==> config.mk <==
export PLATFORM = sky130hd
export DESIGN_NAME = save_memory_kind_detector
export DESIGN_NICKNAME = d
export VERILOG_FILES = /design/src/hdl/smkd_pkg.sv /design/src/hdl/save_memory_kind_detector.sv /design/src/hdl/smkd_matcher.sv /design/src/hdl/smkd_out_reg.sv
export SDC_FILE = /design/constraint.sdc
export NUM_CORES = 1
export LEC_CHECK = 0
export BUFFER_PORTS_ARGS = -buffer_cell sky130_fd_sc_hd__buf_2
export CAP_MARGIN = 10
export CORE_UTILIZATION = 47
export DETAILED_ROUTE_END_ITERATION = 8
export HOLD_SLACK_MARGIN = 0.15
export PLACE_DENSITY = 0.74
export SLEW_MARGIN = 20
export SYNTH_ARGS = -nofsm -noshare
export SYNTH_HDL_FRONTEND = slang
export SYNTH_SLANG_ARGS = --single-unit
==> constraint.sdc <==
create_clock -name clk_i -period 1.8 [get_ports clk_i]
set_input_delay 0.18 -clock clk_i [delete_from_list [all_inputs] [get_ports clk_i]]
set_output_delay 0.18 -clock clk_i [all_outputs]
set_load 0.005 [all_outputs]
==> src/hdl/smkd_pkg.sv <==
// Shared types, marker constants and kind decode functions for the save-memory kind detector.
`default_nettype none
package smkd_pkg;

  localparam int unsigned WordW  = 32;
  localparam int unsigned BytesW = 18;

  typedef enum logic [2:0] {
    KIND_NONE   = 3'd0,
    KIND_FL64   = 3'd1,
    KIND_FL128  = 3'd2,
    KIND_SRAM   = 3'd3,
    KIND_EEPROM = 3'd4
  } kind_e;

  typedef enum logic [1:0] {
    STAGE_IDLE = 2'd0,
    STAGE_EEPR = 2'd1,
    STAGE_FLAS = 2'd2,
    STAGE_SRAM = 2'd3
  } stage_e;

  // Marker words as they appear with the first byte in bits 7..0.
  localparam logic [WordW-1:0] MarkEepr = 32'h5250_4545;
  localparam logic [WordW-1:0] MarkFlas = 32'h5341_4c46;
  localparam logic [WordW-1:0] MarkSram = 32'h4d41_5253;
  localparam logic [WordW-1:0] TailOmV  = 32'h565f_4d4f;
  localparam logic [23:0]      TailHV   = 24'h56_5f48;
  localparam logic [WordW-1:0] TailH512 = 32'h3231_3548;
  localparam logic [WordW-1:0] TailH1m  = 32'h5f4d_3148;
  localparam logic [15:0]      TailUV   = 16'h565f;
  localparam logic [WordW-1:0] TailUFV  = 32'h565f_465f;

  function automatic logic [BytesW-1:0] kind_bytes(input logic [2:0] kind);
    logic [BytesW-1:0] bytes;
    case (kind)
      KIND_FL64:   bytes = 18'd65536;
      KIND_FL128:  bytes = 18'd131072;
      KIND_SRAM:   bytes = 18'd65536;
      KIND_EEPROM: bytes = 18'd8192;
      default:     bytes = '0;
    endcase
    return bytes;
  endfunction

  function automatic logic kind_ones(input logic [2:0] kind);
    return (kind == KIND_FL64) || (kind == KIND_FL128) || (kind == KIND_SRAM);
  endfunction

endpackage
`default_nettype wire

==> src/hdl/save_memory_kind_detector.sv <==
// An accepted beat is captured in the input register, then moves into the result register,
// where it is presented as a result beat (out_valid_o high) until the receiver takes it.
// Throughput: one beat per cycle; the input register and the result register form a
// two-stage pipeline that advances whenever the result register is empty or being taken.
// Reset: rst_ni is asynchronous and active low; it empties both stages and returns the
// match stage to idle and the detected kind to none.
`default_nettype none
module save_memory_kind_detector (
  input  wire logic                        clk_i,
  input  wire logic                        rst_ni,
  input  wire logic                        in_valid_i,
  output logic                             in_ready_o,
  input  wire logic [smkd_pkg::WordW-1:0]  image_word_i,
  input  wire logic                        start_of_image_i,
  output logic                             out_valid_o,
  input  wire logic                        out_ready_i,
  output logic [2:0]                       save_kind_o,
  output logic [smkd_pkg::BytesW-1:0]      save_bytes_o,
  output logic                             fill_with_ones_o
);

  // Input register stage. It captures each accepted beat so that the match
  // logic starts from a flop rather than from the input pins.
  logic                       in_valid_q;
  logic [smkd_pkg::WordW-1:0] word_q;
  logic                       start_q;

  // The pipeline moves forward when the result register is free or its beat
  // is being taken in this cycle.
  logic adv;
  logic out_valid;
  smkd_pkg::kind_e kind_next;

  assign adv        = !out_valid || out_ready_i;
  assign in_ready_o = !in_valid_q || adv;

  always_ff @(posedge clk_i or negedge rst_ni) begin
    if (!rst_ni) begin
      in_valid_q <= 1'b0;
    end else if (in_ready_o) begin
      in_valid_q <= in_valid_i;
    end
  end

  always_ff @(posedge clk_i) begin
    if (in_ready_o && in_valid_i) begin
      word_q  <= image_word_i;
      start_q <= start_of_image_i;
    end
  end

  // The detection state steps exactly when the registered beat moves into
  // the result register, so the state sees every beat once and in order.
  smkd_matcher u_matcher (
    .clk_i   (clk_i),
    .rst_ni  (rst_ni),
    .step_i  (adv && in_valid_q),
    .word_i  (word_q),
    .start_i (start_q),
    .kind_o  (kind_next)
  );

  smkd_out_reg u_out_reg (
    .clk_i        (clk_i),
    .rst_ni       (rst_ni),
    .adv_i        (adv),
    .load_valid_i (in_valid_q),
    .kind_i       (kind_next),
    .valid_o      (out_valid),
    .kind_o       (save_kind_o),
    .bytes_o      (save_bytes_o),
    .ones_o       (fill_with_ones_o)
  );

  assign out_valid_o = out_valid;

endmodule
`default_nettype wire

==> src/hdl/smkd_matcher.sv <==
// Marker match stage and sticky detected kind, updated once per stepped word.
`default_nettype none
module smkd_matcher (
  input  wire logic                      clk_i,
  input  wire logic                      rst_ni,
  input  wire logic                      step_i,
  input  wire logic [smkd_pkg::WordW-1:0] word_i,
  input  wire logic                      start_i,
  output smkd_pkg::kind_e                kind_o
);

  smkd_pkg::stage_e stage_q, stage_d, stage_c;
  smkd_pkg::kind_e  kind_q, kind_d, kind_c;

  always_comb begin
    stage_c = start_i ? smkd_pkg::STAGE_IDLE : stage_q;
    kind_c  = start_i ? smkd_pkg::KIND_NONE  : kind_q;
    stage_d = stage_c;
    kind_d  = kind_c;
    // Once a kind is known, words are no longer examined.
    if (kind_c == smkd_pkg::KIND_NONE) begin
      case (stage_c)
        smkd_pkg::STAGE_IDLE: begin
          if (word_i == smkd_pkg::MarkEepr) begin
            stage_d = smkd_pkg::STAGE_EEPR;
          end else if (word_i == smkd_pkg::MarkFlas) begin
            stage_d = smkd_pkg::STAGE_FLAS;
          end else if (word_i == smkd_pkg::MarkSram) begin
            stage_d = smkd_pkg::STAGE_SRAM;
          end
        end
        smkd_pkg::STAGE_EEPR: begin
          if (word_i == smkd_pkg::TailOmV) kind_d = smkd_pkg::KIND_EEPROM;
          stage_d = smkd_pkg::STAGE_IDLE;
        end
        smkd_pkg::STAGE_FLAS: begin
          if ((word_i[23:0] == smkd_pkg::TailHV) || (word_i == smkd_pkg::TailH512)) begin
            kind_d = smkd_pkg::KIND_FL64;
          end else if (word_i == smkd_pkg::TailH1m) begin
            kind_d = smkd_pkg::KIND_FL128;
          end
          stage_d = smkd_pkg::STAGE_IDLE;
        end
        smkd_pkg::STAGE_SRAM: begin
          if ((word_i[15:0] == smkd_pkg::TailUV) || (word_i == smkd_pkg::TailUFV)) begin
            kind_d = smkd_pkg::KIND_SRAM;
          end
          stage_d = smkd_pkg::STAGE_IDLE;
        end
        default: stage_d = smkd_pkg::STAGE_IDLE;
      endcase
    end
  end

  always_ff @(posedge clk_i or negedge rst_ni) begin
    if (!rst_ni) begin
      stage_q <= smkd_pkg::STAGE_IDLE;
      kind_q  <= smkd_pkg::KIND_NONE;
    end else if (step_i) begin
      stage_q <= stage_d;
      kind_q  <= kind_d;
    end
  end

  assign kind_o = kind_d;

endmodule
`default_nettype wire

==> src/hdl/smkd_out_reg.sv <==
// Result register: holds the kind and its decoded save size and fill flag.
`default_nettype none
module smkd_out_reg (
  input  wire logic                        clk_i,
  input  wire logic                        rst_ni,
  input  wire logic                        adv_i,
  input  wire logic                        load_valid_i,
  input  wire logic [2:0]                  kind_i,
  output logic                             valid_o,
  output logic [2:0]                       kind_o,
  output logic [smkd_pkg::BytesW-1:0]      bytes_o,
  output logic                             ones_o
);

  logic                        valid_q;
  logic [2:0]                  kind_q;
  logic [smkd_pkg::BytesW-1:0] bytes_q;
  logic                        ones_q;

  always_ff @(posedge clk_i or negedge rst_ni) begin
    if (!rst_ni) begin
      valid_q <= 1'b0;
    end else if (adv_i) begin
      valid_q <= load_valid_i;
    end
  end

  always_ff @(posedge clk_i) begin
    if (adv_i && load_valid_i) begin
      kind_q  <= kind_i;
      bytes_q <= smkd_pkg::kind_bytes(kind_i);
      ones_q  <= smkd_pkg::kind_ones(kind_i);
    end
  end

  assign valid_o = valid_q;
  assign kind_o  = kind_q;
  assign bytes_o = bytes_q;
  assign ones_o  = ones_q;

endmodule
`default_nettype wire

# --- Word-level counts from Yosys, hierarchy flattened ---
# Index checks and enable logic that the tools add are counted.
classes:
  n_addsub: 0
  n_mul: 0
  div_mod_pow: 0
  order_cmp: 0
  eq_ne: 16
  shifts: 0
  muxes: 14
  n_bitwise: 0
  n_reduce_logical: 14
op_table:
  columns: ["cell", "count"]
  rows:
  - ["32-bit by 31-bit == test with 1-bit output (second input constant)", 6]
  - ["18-bit case mux with 3 select lines", 1]
  - ["32-bit by 30-bit == test with 1-bit output (second input constant)", 1]
  - ["24-bit by 23-bit == test with 1-bit output (second input constant)", 1]
  - ["3-bit two-way mux", 6]
  - ["16-bit by 15-bit == test with 1-bit output (second input constant)", 1]
  - ["2-bit two-way mux", 5]
  - ["3-bit case mux with 3 select lines", 1]
  - ["3-bit by 2-bit == test with 1-bit output (second input constant)", 2]
  - ["1-bit logical OR", 6]
  - ["2-bit == test (second input constant)", 2]
  - ["2-bit case mux with 2 select lines", 1]
  - ["3-bit by 1-bit == test with 1-bit output (second input constant)", 1]
  - ["3-bit == test (second input constant)", 1]
  - ["3-bit logical NOT", 1]
  - ["3-bit OR reduction", 1]
  - ["2-bit by 1-bit == test with 1-bit output (second input constant)", 1]
  - ["1-bit logical AND", 2]
  - ["1-bit logical NOT", 2]
  - ["2-bit logical NOT", 1]
  - ["2-bit OR reduction", 1]
word_totals:
  reg_bits: 62
  latch_bits: 0
  mem_bits_rw: 0
  rom_bits: 0
  output_inout_bits: 24
  memories: 0

# --- Longest topological paths before layout ---
logic_depth:
  word_depth: 8
  depth_mapped: 7
  ltp_nobuf: 7

# --- Hierarchy ---
# A second synthesis with hierarchy kept.
hier_totals:
  cells_unflattened: 161
  area_unflattened_um2: 2213.4
by_module_without_submodules:
  columns: ["module", "n_inst", "cells_per_inst", "area_per_inst_um2", "seq_area_each_um2"]
  rows:
  - ["save_memory_kind_detector", 1, 39, 1048.5, 1016.0]
  - ["smkd_matcher", 1, 92, 759.5, 125.1]
  - ["smkd_out_reg", 1, 30, 405.4, 235.2]

# --- Worst setup path after synthesis ---
# Ideal clock, no wire load.
synth_path:
  path_kind: "register to register"
  from: "reg word_q[18] (netlist bit)"
  to: "reg u_out_reg.bytes_q, in the netlist u_out_reg.bytes_o[13], data pin"
  arrival_ps: 1709
  t_required_ps: 1545
  path_slack_ps: -164
  stages_incl_launch_ff: 7
  n_path_buf: 0
  synth_period_minus_slack_ps: 1964
  path_cell_list: "edfxtp_1 > nand2b_1 > or4_4 > nor4_1 > a21oi_1 > o211a_4 > and3_1"
synth_via:
  elab_chain_len: 8
  word_cells_on_any_way: 19
  cone_classes: "9 x eq/ne; 7 x mux; 3 x reduce/logical"
synth_rtl:
  columns: ["element", "line", "rtl"]
  rows:
  - ["from (decl)", "save_memory_kind_detector.sv:25", "logic [smkd_pkg::WordW-1:0] word_q;"]
  - ["from (signal assigned)", "save_memory_kind_detector.sv:47", "word_q <= image_word_i;"]
  - ["32-bit by 31-bit == test with 1-bit output (tied with other cells)", "smkd_matcher.sv:39", "end else if (word_i == smkd_pkg::TailH1m) begin"]
  - ["3-bit two-way mux (tied with other cells)", "smkd_matcher.sv:39", null]
  - ["3-bit two-way mux (on tied branches)", "smkd_matcher.sv:37, smkd_matcher.sv:45", null]
  - ["3-bit case mux with 3 select lines (*)", "smkd_matcher.sv:22", "case (stage_c)"]
  - ["3-bit two-way mux (*)", "smkd_matcher.sv:21", "if (kind_c == smkd_pkg::KIND_NONE) begin"]
  - ["3-bit by 2-bit == test with 1-bit output / 3-bit by 1-bit == test with 1-bit output (equally long branches)", "smkd_pkg.sv:36", "case (kind)"]
  - ["2-bit OR reduction (no line)", null, null]
  - ["18-bit case mux with 3 select lines (*)", "smkd_pkg.sv:36", null]
  - ["to (signal assigned)", "smkd_out_reg.sv:31", "bytes_q <= smkd_pkg::kind_bytes(kind_i);"]
  - ["to (decl)", "smkd_out_reg.sv:17", "logic [smkd_pkg::BytesW-1:0] bytes_q;"]
# Every way passes the cells marked *; elsewhere a longest branch is shown, timed or not.
# A chain may end at the register's enable or synchronous reset.

# --- Worst setup path after layout ---
layout_path:
  from: "reg word_q[9] (netlist bit)"
  to: "reg u_out_reg.bytes_q, in the netlist u_out_reg.bytes_o[13], data pin"
layout_via:
  elab_chain_len: 8
  word_cells_on_any_way: 20
  cone_classes: "10 x eq/ne; 7 x mux; 3 x reduce/logical"
layout_rtl:
  columns: ["element", "line"]
  rows:
  - ["32-bit by 31-bit == test with 1-bit output (tied with other cells)", "smkd_matcher.sv:39"]
  - ["3-bit two-way mux (tied with other cells)", "smkd_matcher.sv:39"]
  - ["3-bit two-way mux (on tied branches)", "smkd_matcher.sv:37, smkd_matcher.sv:45"]
  - ["3-bit case mux with 3 select lines (*)", "smkd_matcher.sv:22"]
  - ["3-bit two-way mux (*)", "smkd_matcher.sv:21"]
  - ["3-bit by 2-bit == test with 1-bit output / 3-bit by 1-bit == test with 1-bit output (equally long branches)", "smkd_pkg.sv:36"]
  - ["2-bit OR reduction (no line)", null]
  - ["18-bit case mux with 3 select lines (*)", "smkd_pkg.sv:36"]
# Marks and branches as above.

==> flow_metrics.py <==
metrics = {
    "synth": {
        "yosysUniqueCellTypes": 48,
        "yosysWarnings": 0,
        "synthFlopType": "edfxtp_1",
        "avgSynthCellArea_um2": 12.97,
        "synth-seq-area-share_pct": 62.04,
        "synthCells": 171,
        "synth_edf_count": 40,
        "syn_area_mm2": 0.002218,
        "async_flop_share_pct": 14.89,
        "ys_ff_latch": 47,
    },
    "die": {
        "start_util_pct": 49.92,
        "die-area_mm2": 0.004998,
        "io-pin-count": 61,
        "rows": 24,
        "fp.dieH_um": 70.70,
        "core_mm2": 0.004444,
        "die_w_um": 70.70,
    },
    "route": {
        "wl_per_cell_um": 14.38,
        "final_antenna_net_count": 0,
        "vias": 1749,
        "drtIter0Drc": 83,
        "drc": 8,
        "drt_pass1_iterations": 6,
        "wirelength_um": 4960,
        "vias_per_cell": 5.070,
    },
    "worst_hold_path": {
        "hold_path_class": "in -> reg",
    },
    "global_route": {
        "track_usage_pct": 20.44,
        "grt_pass1_wl_um": 7817,
        "grt_pass1_vias": 1795,
        "grt_overflow": 0,
        "grt_max_degree": 34,
        "antenna_found_initial": 0,
    },
    "critical_path": {
        "cp.arrival_ps": 2060,
        "worst_setup_path_start_kind": "flip-flop",
        "path_class": "reg -> reg",
        "crit_required_ps": 1860,
        "end_kind": "flip-flop",
        "critPathMaxFanout": 4,
    },
    "final_layout": {
        "layout_commonest_cell": "buf_2",
        "seq_area_mm2": 0.001376,
        "final_cells": 345,
        "area_growth_pct": 48.84,
        "final_cell_mix": "buf_2 (45), edfxtp_1 (40), dlygate4sd3_1 (35), buf_4 (33), conb_1 (15)",
        "nFillCells": 300,
        "drive_above_1_share_pct": 39.25,
        "multi_input_area_um2": 877.1,
        "diodes": 0,
        "finalCoreUtilization_pct": 74.30,
        "nNetsFinal": 330,
    },
    "sta": {
        "max_freq_mhz": 499.3,
        "finalClockSkew_ps": 6.431,
        "report.final.slew_viol_count": 0,
        "worst_hold_slack_ps": 195.2,
        "setup_viol": 12,
        "setup_ws_ps": -202.8,
        "period_needed_ps": 2003,
        "final_hold_viol_count": 0,
        "rsz0062_at_grt": "yes",
        "period_share_pct": 111.3,
    },
    "place": {
        "place_inst": 297,
        "gp_congestion": 0.9228,
        "io_buffers": 45,
        "hpwlAfterDp_um": 3125,
        "pre_cts_ws_ps": -176.9,
    },
    "clocking": {
        "cts_tree": "yes",
        "root_buffer": "clkbuf_8",
        "cts_buffers": 5,
        "htreeDepth": 2,
        "clock_latency_ps": 300,
        "cts_max_path_buffers": 2,
        "cts.sinks": 47,
        "clk_pin_slew_worst_paths_ps": 80,
    },
    "run_status": {
        "violations": "design-rule violations, negative setup slack",
        "outcome": "complete, but fails checks",
    },
    "pwr": {
        "p_per_area_mw_per_mm2": 722.8,
        "vdd_drop_max_v": 0.0006820,
        "total_leakage_power_nw": 1.339,
        "p_total_mw": 2.387,
    },
    "job": {
        "drv_cap": 0,
    },
}
worst max-delay path, cell delays in order, from the launching register on:
cell       delay, ps
edfxtp_1         420
nand2b_1         220
nand4bb_1        300
nor4_2           290
a21oi_1          120
o211a_4          270
and3_1           140
metal layers:
layer	wire [µm]	GRT usage [%]
met2	2737	38.68
met1	1975	22.26
met3	195	5.413
met5	0	0
met4	53	6.222
flip-flops by register name, indices dropped and copies added (netlist names):
signal             count
in_valid_q             1
start_q                1
u_matcher.kind_q       3
u_matcher.stage_q      2
u_out_reg.bytes_o      3
u_out_reg.kind_o       3
u_out_reg.ones_o       1
u_out_reg.valid_o      1
word_q                32
timing repair:
item,in CTS,in global routing
endpoints found under the hold margin,41,0
endpoints found under the setup margin,12,12
pin swaps,6,10
hold buffers,35,0
setup buffers,3,3
gates resized for setup,5,14
power by group:
part	switching [mW]	leakage (nW)	internal, mW
logic	0.148	0.813	0.192
clock network	0.332	0.0502	0.405
registers	0.0431	0.476	1.27
stage by stage:
| step | TNS, ps | instance area, µm² |
|---|---|---|
| 2_1_floorplan | -194.4 | 2273 |
| 4_1_cts | -1411 | 3192 |
| 5_1_grt | -2236 | 3302 |
| 3_3_place_gp | -881.3 | 2689 |
| 6_report | -1442 | 3302 |
| 3_5_place_dp | -1247 | 2689 |
cells in the mapped netlist, types with 2 or more instances:
cell type / number / area share [%]
a21oi_1: 4 / 0.90
and2_1: 2 / 0.56
and3_1: 2 / 0.56
buf_4: 15 / 5.1
dfrtp_1: 7 / 7.9
edfxtp_1: 40 / 54
inv_1: 2 / 0.34
nand2_1: 11 / 1.9
nand2b_1: 7 / 2.0
nand3_1: 9 / 2.0
nand4_1: 2 / 0.56
nand4_2: 2 / 1.1
nand4bb_1: 3 / 1.5
nor2_1: 13 / 2.2
nor2b_1: 3 / 0.85
nor3_1: 6 / 1.4
nor3_2: 2 / 0.90
nor3b_1: 2 / 0.68
nor4_1: 3 / 0.85
nor4b_1: 2 / 0.79
o21ai_0: 3 / 0.68
o31ai_1: 2 / 0.68
or3_1: 2 / 0.56
or4_1: 3 / 1.0
cell type report:
type	instances	area share, %
Multi-Input combinational cell	120	26.56
Clock inverter	2	1.137
Sequential cell	47	41.68
Inverter	3	0.3410
Tap cell	52	1.970
Clock buffer	5	2.084
Timing Repair Buffer	116	26.22
logic make-up after synthesis:
kind of cell    synth area share (%)
compound gates                 5.866
buf+inv                        5.584
flops                          62.04
mux                           0.5076
other cells                   0.1690
simple gates                   25.83
worst paths after layout:
kind | cells after the start | from | slack, ps | endpoint
min reg2reg | 1 | in_valid_q | 500 | u_out_reg.valid_o
min in group asynchronous | 2 | rst_ni | 240 | u_matcher.kind_q[1]
max reg2reg | 6 | word_q[9] | -200 | u_out_reg.bytes_o[13]
max | 6 | word_q[9] | -200 | u_out_reg.bytes_o[13]
min | 3 | out_ready_i | 200 | u_out_reg.valid_o
max in group asynchronous | 2 | rst_ni | 1420 | u_matcher.stage_q[0]
(Power assumes the default switching activity.)
